`src/design/smrb_pkg.sv`:
```
// Shared types and constants for the SPI master register block.
package smrb_pkg;

  localparam int TX_FIFO_DEPTH = 32;
  localparam int RX_FIFO_DEPTH = 32;
  localparam int CS_COUNT      = 4;
  localparam int REG_WORDS     = 64;

  localparam int TX_AW = $clog2(TX_FIFO_DEPTH);
  localparam int TX_LW = $clog2(TX_FIFO_DEPTH + 1);
  localparam int RX_AW = $clog2(RX_FIFO_DEPTH);
  localparam int RX_LW = $clog2(RX_FIFO_DEPTH + 1);
  localparam int RA_W  = $clog2(REG_WORDS);

  localparam logic [1:0] OP_READ  = 2'd0;
  localparam logic [1:0] OP_WRITE = 2'd1;
  localparam logic [1:0] OP_SLAVE = 2'd2;

  localparam logic [5:0] A_CFG    = 6'd0;
  localparam logic [5:0] A_STAT   = 6'd1;
  localparam logic [5:0] A_IEN    = 6'd2;
  localparam logic [5:0] A_IDIS   = 6'd3;
  localparam logic [5:0] A_IMASK  = 6'd4;
  localparam logic [5:0] A_ENABLE = 6'd5;
  localparam logic [5:0] A_TXD    = 6'd7;
  localparam logic [5:0] A_RXD    = 6'd8;
  localparam logic [5:0] A_IDLE   = 6'd9;
  localparam logic [5:0] A_TXTH   = 6'd10;
  localparam logic [5:0] A_RXTH   = 6'd11;
  localparam logic [5:0] A_ID     = 6'd63;

  localparam logic [31:0] CFG_MASK   = 32'h0002_FFFF;
  localparam logic [31:0] CFG_RESET  = 32'h0002_0000;
  localparam int          CFG_START  = 16;
  localparam int          CFG_CS_LSB = 10;
  localparam logic [31:0] ID_VALUE   = 32'h0109_0106 & 32'h01FF_FFFF;
  localparam logic [6:0]  ST_ALL     = 7'h7F;
  localparam int          ST_UNDER   = 6;
  localparam int          ST_OVER    = 0;

  typedef struct packed {
    logic [1:0]  operation;
    logic [5:0]  reg_address;
    logic [31:0] write_data;
    logic [7:0]  slave_byte;
  } in_word_t;

  typedef struct packed {
    logic [31:0] read_data;
    logic        shift_out_valid;
    logic [7:0]  shift_out_byte;
    logic [3:0]  chip_selects;
    logic        irq_level;
  } out_word_t;

  typedef enum logic [1:0] {
    RSEL_REG = 2'd0,
    RSEL_MEM = 2'd1,
    RSEL_RX  = 2'd2
  } rsel_t;

  // Status word: underflow, rx full, rx level, tx full, tx level, mode fail, overflow.
  function automatic logic [6:0] make_status(input logic under, input logic rx_full,
                                             input logic rx_lev, input logic tx_full,
                                             input logic tx_lev, input logic over);
    make_status = {under, rx_full, rx_lev, tx_full, tx_lev, 1'b0, over};
  endfunction

  function automatic logic is_plain(input logic [5:0] addr);
    is_plain = !(addr <= A_ENABLE || addr == A_TXD || addr == A_RXD || addr == A_IDLE ||
                 addr == A_TXTH || addr == A_RXTH || addr == A_ID);
  endfunction

endpackage

```
`src/design/spi_master_register_block_unit.sv`:
```
// SPI master register block: register file, tx/rx byte FIFOs, status and interrupt logic.
// Each accepted word's result word is registered in the output register in the next cycle.
// Throughput: one word per cycle; in_ready drops only while a result waits on out_ready.
// Plain-storage reads and FIFO pops come from memories whose registered read data feeds
// the output; plain storage is single-port, each FIFO dual-port. Reset clears control
// state, FIFO pointers and plain-storage valid bits at once; no clearing pass is needed.
module spi_master_register_block_unit (
  input  logic                 clk,
  input  logic                 rst_n,
  input  logic                 in_valid,
  output logic                 in_ready,
  input  smrb_pkg::in_word_t   in_data,
  output logic                 out_valid,
  input  logic                 out_ready,
  output smrb_pkg::out_word_t  out_data
);
  import smrb_pkg::*;

  logic [31:0]       cfg_r, cfg_nxt;
  logic [6:0]        imask_r, imask_nxt;
  logic              enable_r, enable_nxt;
  logic [7:0]        idle_r, idle_nxt;
  logic [31:0]       txth_r, txth_nxt;
  logic [31:0]       rxth_r, rxth_nxt;
  logic              under_r, under_nxt;
  logic              over_r, over_nxt;
  logic              busy_r, busy_nxt;
  logic [TX_AW-1:0]  tx_head_r, tx_head_nxt, tx_tail_r, tx_tail_nxt;
  logic [TX_LW-1:0]  tx_level_r, tx_level_nxt;
  logic [RX_AW-1:0]  rx_head_r, rx_head_nxt, rx_tail_r, rx_tail_nxt;
  logic [RX_LW-1:0]  rx_level_r, rx_level_nxt;
  logic              out_valid_r, out_valid_nxt;
  logic [REG_WORDS-1:0] vld_r;

  logic [31:0]       rdata_r, rdata_nxt;
  rsel_t             rsel_r, rsel_nxt;
  logic              sval_r, sval_nxt;
  logic [3:0]        cs_r, cs_nxt;
  logic              irq_r, irq_nxt;
  logic [31:0]       mem_q_r;
  logic              vld_q_r;
  logic [7:0]        tx_q_r, rx_q_r;

  logic [31:0]       reg_mem [REG_WORDS];
  logic [7:0]        tx_mem [TX_FIFO_DEPTH];
  logic [7:0]        rx_mem [RX_FIFO_DEPTH];

  logic              acc, is_rd, is_wr, is_sl;
  logic              tx_push, tx_pop, rx_push, rx_pop, mem_wr, pop_try;
  logic [6:0]        stat_cur, stat_nxt;
  logic [RA_W-1:0]   ra;

  assign in_ready = !out_valid_r || out_ready;
  assign acc      = in_valid && in_ready;
  assign ra       = in_data.reg_address;
  assign is_rd    = in_data.operation == OP_READ;
  assign is_wr    = in_data.operation == OP_WRITE;
  assign is_sl    = in_data.operation == OP_SLAVE;

  assign stat_cur = make_status(under_r, rx_level_r == RX_LW'(RX_FIFO_DEPTH),
                                32'(rx_level_r) >= rxth_r,
                                tx_level_r == TX_LW'(TX_FIFO_DEPTH),
                                32'(tx_level_r) < txth_r, over_r);

  always_comb begin
    cfg_nxt       = cfg_r;
    imask_nxt     = imask_r;
    enable_nxt    = enable_r;
    idle_nxt      = idle_r;
    txth_nxt      = txth_r;
    rxth_nxt      = rxth_r;
    under_nxt     = under_r;
    over_nxt      = over_r;
    busy_nxt      = busy_r;
    tx_head_nxt   = tx_head_r;
    tx_tail_nxt   = tx_tail_r;
    tx_level_nxt  = tx_level_r;
    rx_head_nxt   = rx_head_r;
    rx_tail_nxt   = rx_tail_r;
    rx_level_nxt  = rx_level_r;
    rdata_nxt     = '0;
    rsel_nxt      = RSEL_REG;
    sval_nxt      = 1'b0;
    tx_push       = 1'b0;
    tx_pop        = 1'b0;
    rx_push       = 1'b0;
    rx_pop        = 1'b0;
    mem_wr        = 1'b0;
    pop_try       = 1'b0;

    if (acc && is_rd) begin
      if (is_plain(in_data.reg_address)) begin
        rsel_nxt = RSEL_MEM;
      end else begin
        unique case (in_data.reg_address)
          A_CFG:    rdata_nxt = cfg_r;
          A_STAT:   rdata_nxt = {25'd0, stat_cur};
          A_IMASK:  rdata_nxt = {25'd0, imask_r};
          A_ENABLE: rdata_nxt = {31'd0, enable_r};
          A_IDLE:   rdata_nxt = {24'd0, idle_r};
          A_TXTH:   rdata_nxt = txth_r;
          A_RXTH:   rdata_nxt = rxth_r;
          A_ID:     rdata_nxt = ID_VALUE;
          A_RXD:    rx_pop = rx_level_r != '0;
          default:  rdata_nxt = '0;
        endcase
        if (rx_pop) begin
          rsel_nxt = RSEL_RX;
        end
      end
    end

    if (acc && is_wr) begin
      if (is_plain(in_data.reg_address)) begin
        mem_wr = 1'b1;
      end else begin
        unique case (in_data.reg_address)
          A_CFG: begin
            cfg_nxt = in_data.write_data & CFG_MASK;
            pop_try = in_data.write_data[CFG_START] && !busy_r;
          end
          A_STAT: begin
            under_nxt = under_r & ~in_data.write_data[ST_UNDER];
            over_nxt  = over_r & ~in_data.write_data[ST_OVER];
          end
          A_IEN:    imask_nxt = imask_r | (in_data.write_data[6:0] & ST_ALL);
          A_IDIS:   imask_nxt = imask_r & ~(in_data.write_data[6:0] & ST_ALL);
          A_ENABLE: enable_nxt = in_data.write_data[0];
          A_IDLE:   idle_nxt = in_data.write_data[7:0];
          A_TXTH:   txth_nxt = in_data.write_data;
          A_RXTH:   rxth_nxt = in_data.write_data;
          A_TXD:    tx_push = tx_level_r != TX_LW'(TX_FIFO_DEPTH);
          default:  ;
        endcase
      end
    end

    if (acc && is_sl && busy_r) begin
      pop_try = 1'b1;
      if (rx_level_r == RX_LW'(RX_FIFO_DEPTH)) begin
        over_nxt = 1'b1;
      end else begin
        rx_push = 1'b1;
      end
    end

    if (pop_try) begin
      if (tx_level_r == '0) begin
        under_nxt = 1'b1;
        busy_nxt  = 1'b0;
      end else begin
        tx_pop   = 1'b1;
        sval_nxt = 1'b1;
        busy_nxt = 1'b1;
      end
    end

    if (tx_push) begin
      tx_tail_nxt  = (tx_tail_r == TX_AW'(TX_FIFO_DEPTH - 1)) ? '0 : tx_tail_r + 1'b1;
      tx_level_nxt = tx_level_r + 1'b1;
    end
    if (tx_pop) begin
      tx_head_nxt  = (tx_head_r == TX_AW'(TX_FIFO_DEPTH - 1)) ? '0 : tx_head_r + 1'b1;
      tx_level_nxt = tx_level_r - 1'b1;
    end
    if (rx_push) begin
      rx_tail_nxt  = (rx_tail_r == RX_AW'(RX_FIFO_DEPTH - 1)) ? '0 : rx_tail_r + 1'b1;
      rx_level_nxt = rx_level_r + 1'b1;
    end
    if (rx_pop) begin
      rx_head_nxt  = (rx_head_r == RX_AW'(RX_FIFO_DEPTH - 1)) ? '0 : rx_head_r + 1'b1;
      rx_level_nxt = rx_level_r - 1'b1;
    end

    stat_nxt = make_status(under_nxt, rx_level_nxt == RX_LW'(RX_FIFO_DEPTH),
                           32'(rx_level_nxt) >= rxth_nxt,
                           tx_level_nxt == TX_LW'(TX_FIFO_DEPTH),
                           32'(tx_level_nxt) < txth_nxt, over_nxt);
    irq_nxt = |(imask_nxt & stat_nxt);

    // lowest zero in the CS field drives its line low
    cs_nxt = 4'hF;
    for (int i = CS_COUNT - 1; i >= 0; i--) begin
      if (!cfg_nxt[CFG_CS_LSB + i]) begin
        cs_nxt = 4'hF & ~(4'h1 << i);
      end
    end

    out_valid_nxt = acc ? 1'b1 : (out_ready ? 1'b0 : out_valid_r);
  end

  always_ff @(posedge clk) begin
    if (!rst_n) begin
      cfg_r       <= CFG_RESET;
      imask_r     <= '0;
      enable_r    <= 1'b0;
      idle_r      <= 8'hFF;
      txth_r      <= 32'd1;
      rxth_r      <= 32'd1;
      under_r     <= 1'b0;
      over_r      <= 1'b0;
      busy_r      <= 1'b0;
      tx_head_r   <= '0;
      tx_tail_r   <= '0;
      tx_level_r  <= '0;
      rx_head_r   <= '0;
      rx_tail_r   <= '0;
      rx_level_r  <= '0;
      out_valid_r <= 1'b0;
      vld_r       <= '0;
    end else begin
      cfg_r       <= cfg_nxt;
      imask_r     <= imask_nxt;
      enable_r    <= enable_nxt;
      idle_r      <= idle_nxt;
      txth_r      <= txth_nxt;
      rxth_r      <= rxth_nxt;
      under_r     <= under_nxt;
      over_r      <= over_nxt;
      busy_r      <= busy_nxt;
      tx_head_r   <= tx_head_nxt;
      tx_tail_r   <= tx_tail_nxt;
      tx_level_r  <= tx_level_nxt;
      rx_head_r   <= rx_head_nxt;
      rx_tail_r   <= rx_tail_nxt;
      rx_level_r  <= rx_level_nxt;
      out_valid_r <= out_valid_nxt;
      if (mem_wr) begin
        vld_r[ra] <= 1'b1;
      end
    end
  end

  // result word payload
  always_ff @(posedge clk) begin
    if (acc) begin
      rdata_r <= rdata_nxt;
      rsel_r  <= rsel_nxt;
      sval_r  <= sval_nxt;
      cs_r    <= cs_nxt;
      irq_r   <= irq_nxt;
      mem_q_r <= reg_mem[ra];
      vld_q_r <= vld_r[ra];
      tx_q_r  <= tx_mem[tx_head_r];
      rx_q_r  <= rx_mem[rx_head_r];
    end
  end

  always_ff @(posedge clk) begin
    if (mem_wr) begin
      reg_mem[ra] <= in_data.write_data;
    end
  end

  always_ff @(posedge clk) begin
    if (tx_push) begin
      tx_mem[tx_tail_r] <= in_data.write_data[7:0];
    end
  end

  always_ff @(posedge clk) begin
    if (rx_push) begin
      rx_mem[rx_tail_r] <= in_data.slave_byte;
    end
  end

  always_comb begin
    case (rsel_r)
      RSEL_MEM: out_data.read_data = vld_q_r ? mem_q_r : '0;
      RSEL_RX:  out_data.read_data = {24'd0, rx_q_r};
      default:  out_data.read_data = rdata_r;
    endcase
    out_data.shift_out_valid = sval_r;
    out_data.shift_out_byte  = sval_r ? tx_q_r : 8'd0;
    out_data.chip_selects    = cs_r;
    out_data.irq_level       = irq_r;
  end

  assign out_valid = out_valid_r;

  a_tx_level: assert property (@(posedge clk) disable iff (!rst_n)
    32'(tx_level_r) <= TX_FIFO_DEPTH)
    else $error("tx level above depth");

  a_rx_level: assert property (@(posedge clk) disable iff (!rst_n)
    32'(rx_level_r) <= RX_FIFO_DEPTH)
    else $error("rx level above depth");

  a_shift_busy: assert property (@(posedge clk) disable iff (!rst_n)
    out_valid_r && sval_r |-> busy_r)
    else $error("byte shifted out with no transfer running");

  a_cs_onehot: assert property (@(posedge clk) disable iff (!rst_n)
    out_valid_r |-> $onehot0(~cs_r))
    else $error("more than one chip select low");

  a_pop_level: assert property (@(posedge clk) disable iff (!rst_n)
    tx_pop |=> tx_level_r == $past(tx_level_r) - 1'b1)
    else $error("tx pop did not lower the level");

endmodule
```
`config.mk`:
```
export PLATFORM = sky130hd
export DESIGN_NAME = spi_master_register_block_unit
export DESIGN_NICKNAME = d
export VERILOG_FILES = /design/src/design/smrb_pkg.sv /design/src/design/spi_master_register_block_unit.sv
export SDC_FILE = /design/constraint.sdc
export NUM_CORES = 2
export LEC_CHECK = 0
export BUFFER_PORTS_ARGS = -buffer_cell sky130_fd_sc_hd__buf_2
export CELL_PAD_IN_SITES_DETAIL_PLACEMENT = 0
export CELL_PAD_IN_SITES_GLOBAL_PLACEMENT = 2
export CORE_MARGIN = 2
export CORE_UTILIZATION = 34
export DETAILED_ROUTE_END_ITERATION = 16
export GPL_ROUTABILITY_DRIVEN = 0
export PLACE_DENSITY_LB_ADDON = 0.1
export SYNTH_ARGS = -nofsm -noshare
export SYNTH_HDL_FRONTEND = slang
export SYNTH_SLANG_ARGS = --single-unit
```
`constraint.sdc`:
```
create_clock -name clk -period 6.1 [get_ports clk]
set_input_delay 1.525 -clock clk [delete_from_list [all_inputs] [get_ports clk]]
set_output_delay 1.525 -clock clk [all_outputs]
set_load 0.05 [all_outputs]
```
==> impl_metrics.csv <==
group,metric,value,unit
floorplanning,initial_core_util,34.2,%
sta,rsz0062_at_grt,"false",
logic_synthesis,synth_top_cell_area_share,72.3,%
detailed_routing,num_vias,53500,
outcome,outcome,"finished clean",
cts,cts_resized,0,
logic_synthesis,seq_area_frac_synth,75.8,%
grt,grt_antenna_before_repair,23,
logic_synthesis,syn-instance-count,5097,
cts,clkLatencyLatePin,0.92,ns
run,drv_cap,0,
floorplanning,fp.dieH,573,microns
worst_setup_path,worstPathArrival,3.77,ns
power_and_ir_drop,p_leak,0.0412,uW
worst_setup_path,worstPathCellList,"ha_2, buf_4, nand2_1, o21ai_0, buf_2",
sta,fin_crit_sh,86.8,%
detailed_routing,postRouteAntennaNets,0,
floorplanning,io_pins,100,
worst_setup_path,cp_max_fo,40,
placement,io_buffers,99,
detailed_routing,wl_per_cell,30.1,microns
logic_synthesis,ys_types,77,
cts,path_clk_slew,0.06,ns
detailed_routing,drt-initial-drc-count,4988,
grt,grt_pass1_vias,55500,
cts,cts_buffers,326,
detailed_routing,firstDrtPassIters,5,
sta,fin_setup_tns,0,ns
logic_synthesis,synth_warnings,0,
layout,syn_to_final_growth,17.9,%
detailed_routing,drc,0,
cts,cts_tree,"done",
logic_synthesis,synth_area_leader_cell,"edfxtp_1",
logic_synthesis,synthArstFlopShare,0,%
grt,grt_start_max_net_pins,137,
cts,cts_max_path_buffers,4,
cts,cts_root_buffer,"clkbuf_16",
logic_synthesis,synth_area,110000,sq um
worst_setup_path,crit_path_start_kind,"flop",
cts,cts.hold.buffers_added,0,
layout,nFillCells,28700,
sta,skew,0.0332,ns
sta,holdWs,0.456,ns
floorplanning,die_w,573,microns
logic_synthesis,yosysMostFrequentCell,"edfxtp_1",
grt,grt_usage,18.9,%
sta,setup_violations,0,
layout,nets,5952,
cts,clock_sinks,2846,
worst_setup_path,crit_path_end_kind,"output pin",
grt,grt_pass1_wl,440000,microns
detailed_routing,via_per_inst,5.13,
power_and_ir_drop,fin_total_pwr,43000,uW
worst_setup_path,required,4.58,ns
power_and_ir_drop,irDropWorstVdd,0.198,mV
power_and_ir_drop,power_density,331,nW/um^2
grt,grt_overflow,0,
placement,dpl.hpwl,182000,microns
logic_synthesis,synthTopCellsByCount,"edfxtp_1, mux4_2, nand2_1",
worst_setup_path,slowest_stage,"ha_2",
floorplanning,core_area,322000,sq um
sta,fmax,189,MHz
floorplanning,die_area,328000,sq um
sta,worst_pin_slew,1.10,ns
logic_synthesis,synth-edff-count,2649,
logic_synthesis,synth_area_leaders,"edfxtp_1, mux4_2, dfxtp_1",
logic_synthesis,ys_ff_latch,2846,
min_path,hold_class,"flop to flop",
worst_setup_path,critPathMaxStageDelay,0.96,ns
detailed_routing,finalWirelength,314000,microns
sta,min_period,5.29,ns
floorplanning,rows,208,
cts,htreeDepth,5,
logic_synthesis,synth_ff_type,"edfxtp_1",
logic_synthesis,synth_area_per_cell,21.6,sq um
layout,final_layout_size_suffix_gt1_share,28.7,%
sta,finalHoldViolCount,0,
sta,slew_headroom,26.2,%
sta,slew_viol_final,0,
worst_setup_path,setup.worst_path.class,"flop to output pin",
cts,cts_setup_buffers,0,
## layout make-up
type                       instances  area (sq um)  share of cell area, %
multi-input combinational       2317         27200                   20.9
tap                             4305          5390                   4.15
clock inverter                   187          2050                   1.58
clock buffer                     400          8510                   6.55
timing repair buffer             331          3070                   2.36
sequential                      2846         83500                   64.3
antenna                            4          10.0                0.00771
inverter                          35           134                  0.103
## placed cells by master, fill, tap and decap left out, drive strengths merged, types with 7 or more instances in the layout
cell type / netlist / routed
clkinv: 0 / 129
o21ai: 55 / 55
nand4: 9 / 9
mux2: 18 / 18
a31oi: 16 / 16
ha: 43 / 43
and3: 9 / 9
buf: 122 / 331
nor3: 17 / 17
nor2b: 7 / 7
dfxtp: 197 / 197
bufinv: 0 / 33
inv: 35 / 51
nand3: 29 / 29
clkbuf: 160 / 400
conb: 1 / 384
nor4: 22 / 22
a22oi: 39 / 39
mux4: 853 / 853
mux2i: 17 / 17
edfxtp: 2649 / 2649
clkinvlp: 0 / 9
or2: 8 / 8
nand2b: 7 / 7
nand2: 284 / 284
a21oi: 113 / 113
o21a: 51 / 51
a21o: 8 / 8
nor2: 203 / 203
or4: 8 / 8
nor4b: 8 / 8
and2: 33 / 33
## metal layers
| layer | track usage [%] | up-vias | share of wire [%] |
|---|---|---|---|
| met5 | 0 | - | 0.0041 |
| met4 | 3.86 | 2 | 1.8 |
| met3 | 2.99 | 336 | 4.5 |
| met2 | 31.9 | 1242 | 50 |
| met1 | 26.0 | 29400 | 44 |
| li1 | - | 22500 | - |
## flip-flops by register name, indices dropped and copies added (netlist names), 6 cells and up
name        flops
tx_level_r      6
rx_level_r      6
vld_r          64
mem_q_r        32
rxth_r         32
rx_q_r          8
rx_mem        256
rdata_r        32
tx_mem        256
tx_q_r          8
reg_mem      2048
idle_r          8
cfg_r          17
imask_r         7
txth_r         32
## critical path, delay by kind of cell, from the launching register on
| kind | cells | cell delay, ns |
|---|---|---|
| DFF | 1 | 0.48 |
| and+or+nand+nor | 1 | 0.13 |
| AOI/OAI and AO/OA | 1 | 0.39 |
| adders and majority gates | 1 | 0.96 |
| buffers and inverters | 2 | 0.86 |
## power by group
part           internal [uW]  switching (uW)
Combinational            675            1140
Sequential             21600            98.9
Clock                  11400            8070
Total                  33700            9310
## through the flow
stage | setup WS [ns] | std cells | util (%) | cell area, sq um
2_1_floorplan | 0.0936 | 5480 | - | 112000
3_3_place_gp | 0.326 | 9834 | 37.1 | 119000
3_5_place_dp | 0.357 | 9834 | 37.1 | 119000
4_1_cts | 0.787 | 10400 | 40.4 | 130000
5_1_grt | 0.631 | 10400 | 40.4 | 130000
6_report | 0.806 | 10400 | 40.4 | 130000
## cell families after synthesis
kind of cell / after synthesis / share of synthesized area, %
buffers and inverters: 317 / 1.18
and+or+nand+nor: 672 / 2.79
adders and majority gates: 43 / 0.489
xor gates and xnor gates: 4 / 0.0318
DFF: 2846 / 75.8
AOI/OAI and AO/OA: 326 / 1.88
muxes: 888 / 17.8
other: 1 / 0.00341
## path summary, 6_finish.rpt
kind	from	to	slack, ns	cells past startpoint
setup / recovery	rsel_r[1]	out_data[42]	0.81	5
hold reg to reg	cfg_r[15]	cfg_r[15]	0.46	2
hold / removal	cfg_r[15]	cfg_r[15]	0.46	2
setup reg to reg	out_valid	irq_r	2.19	14
Note: power is estimated with default switching activity, not from simulation.
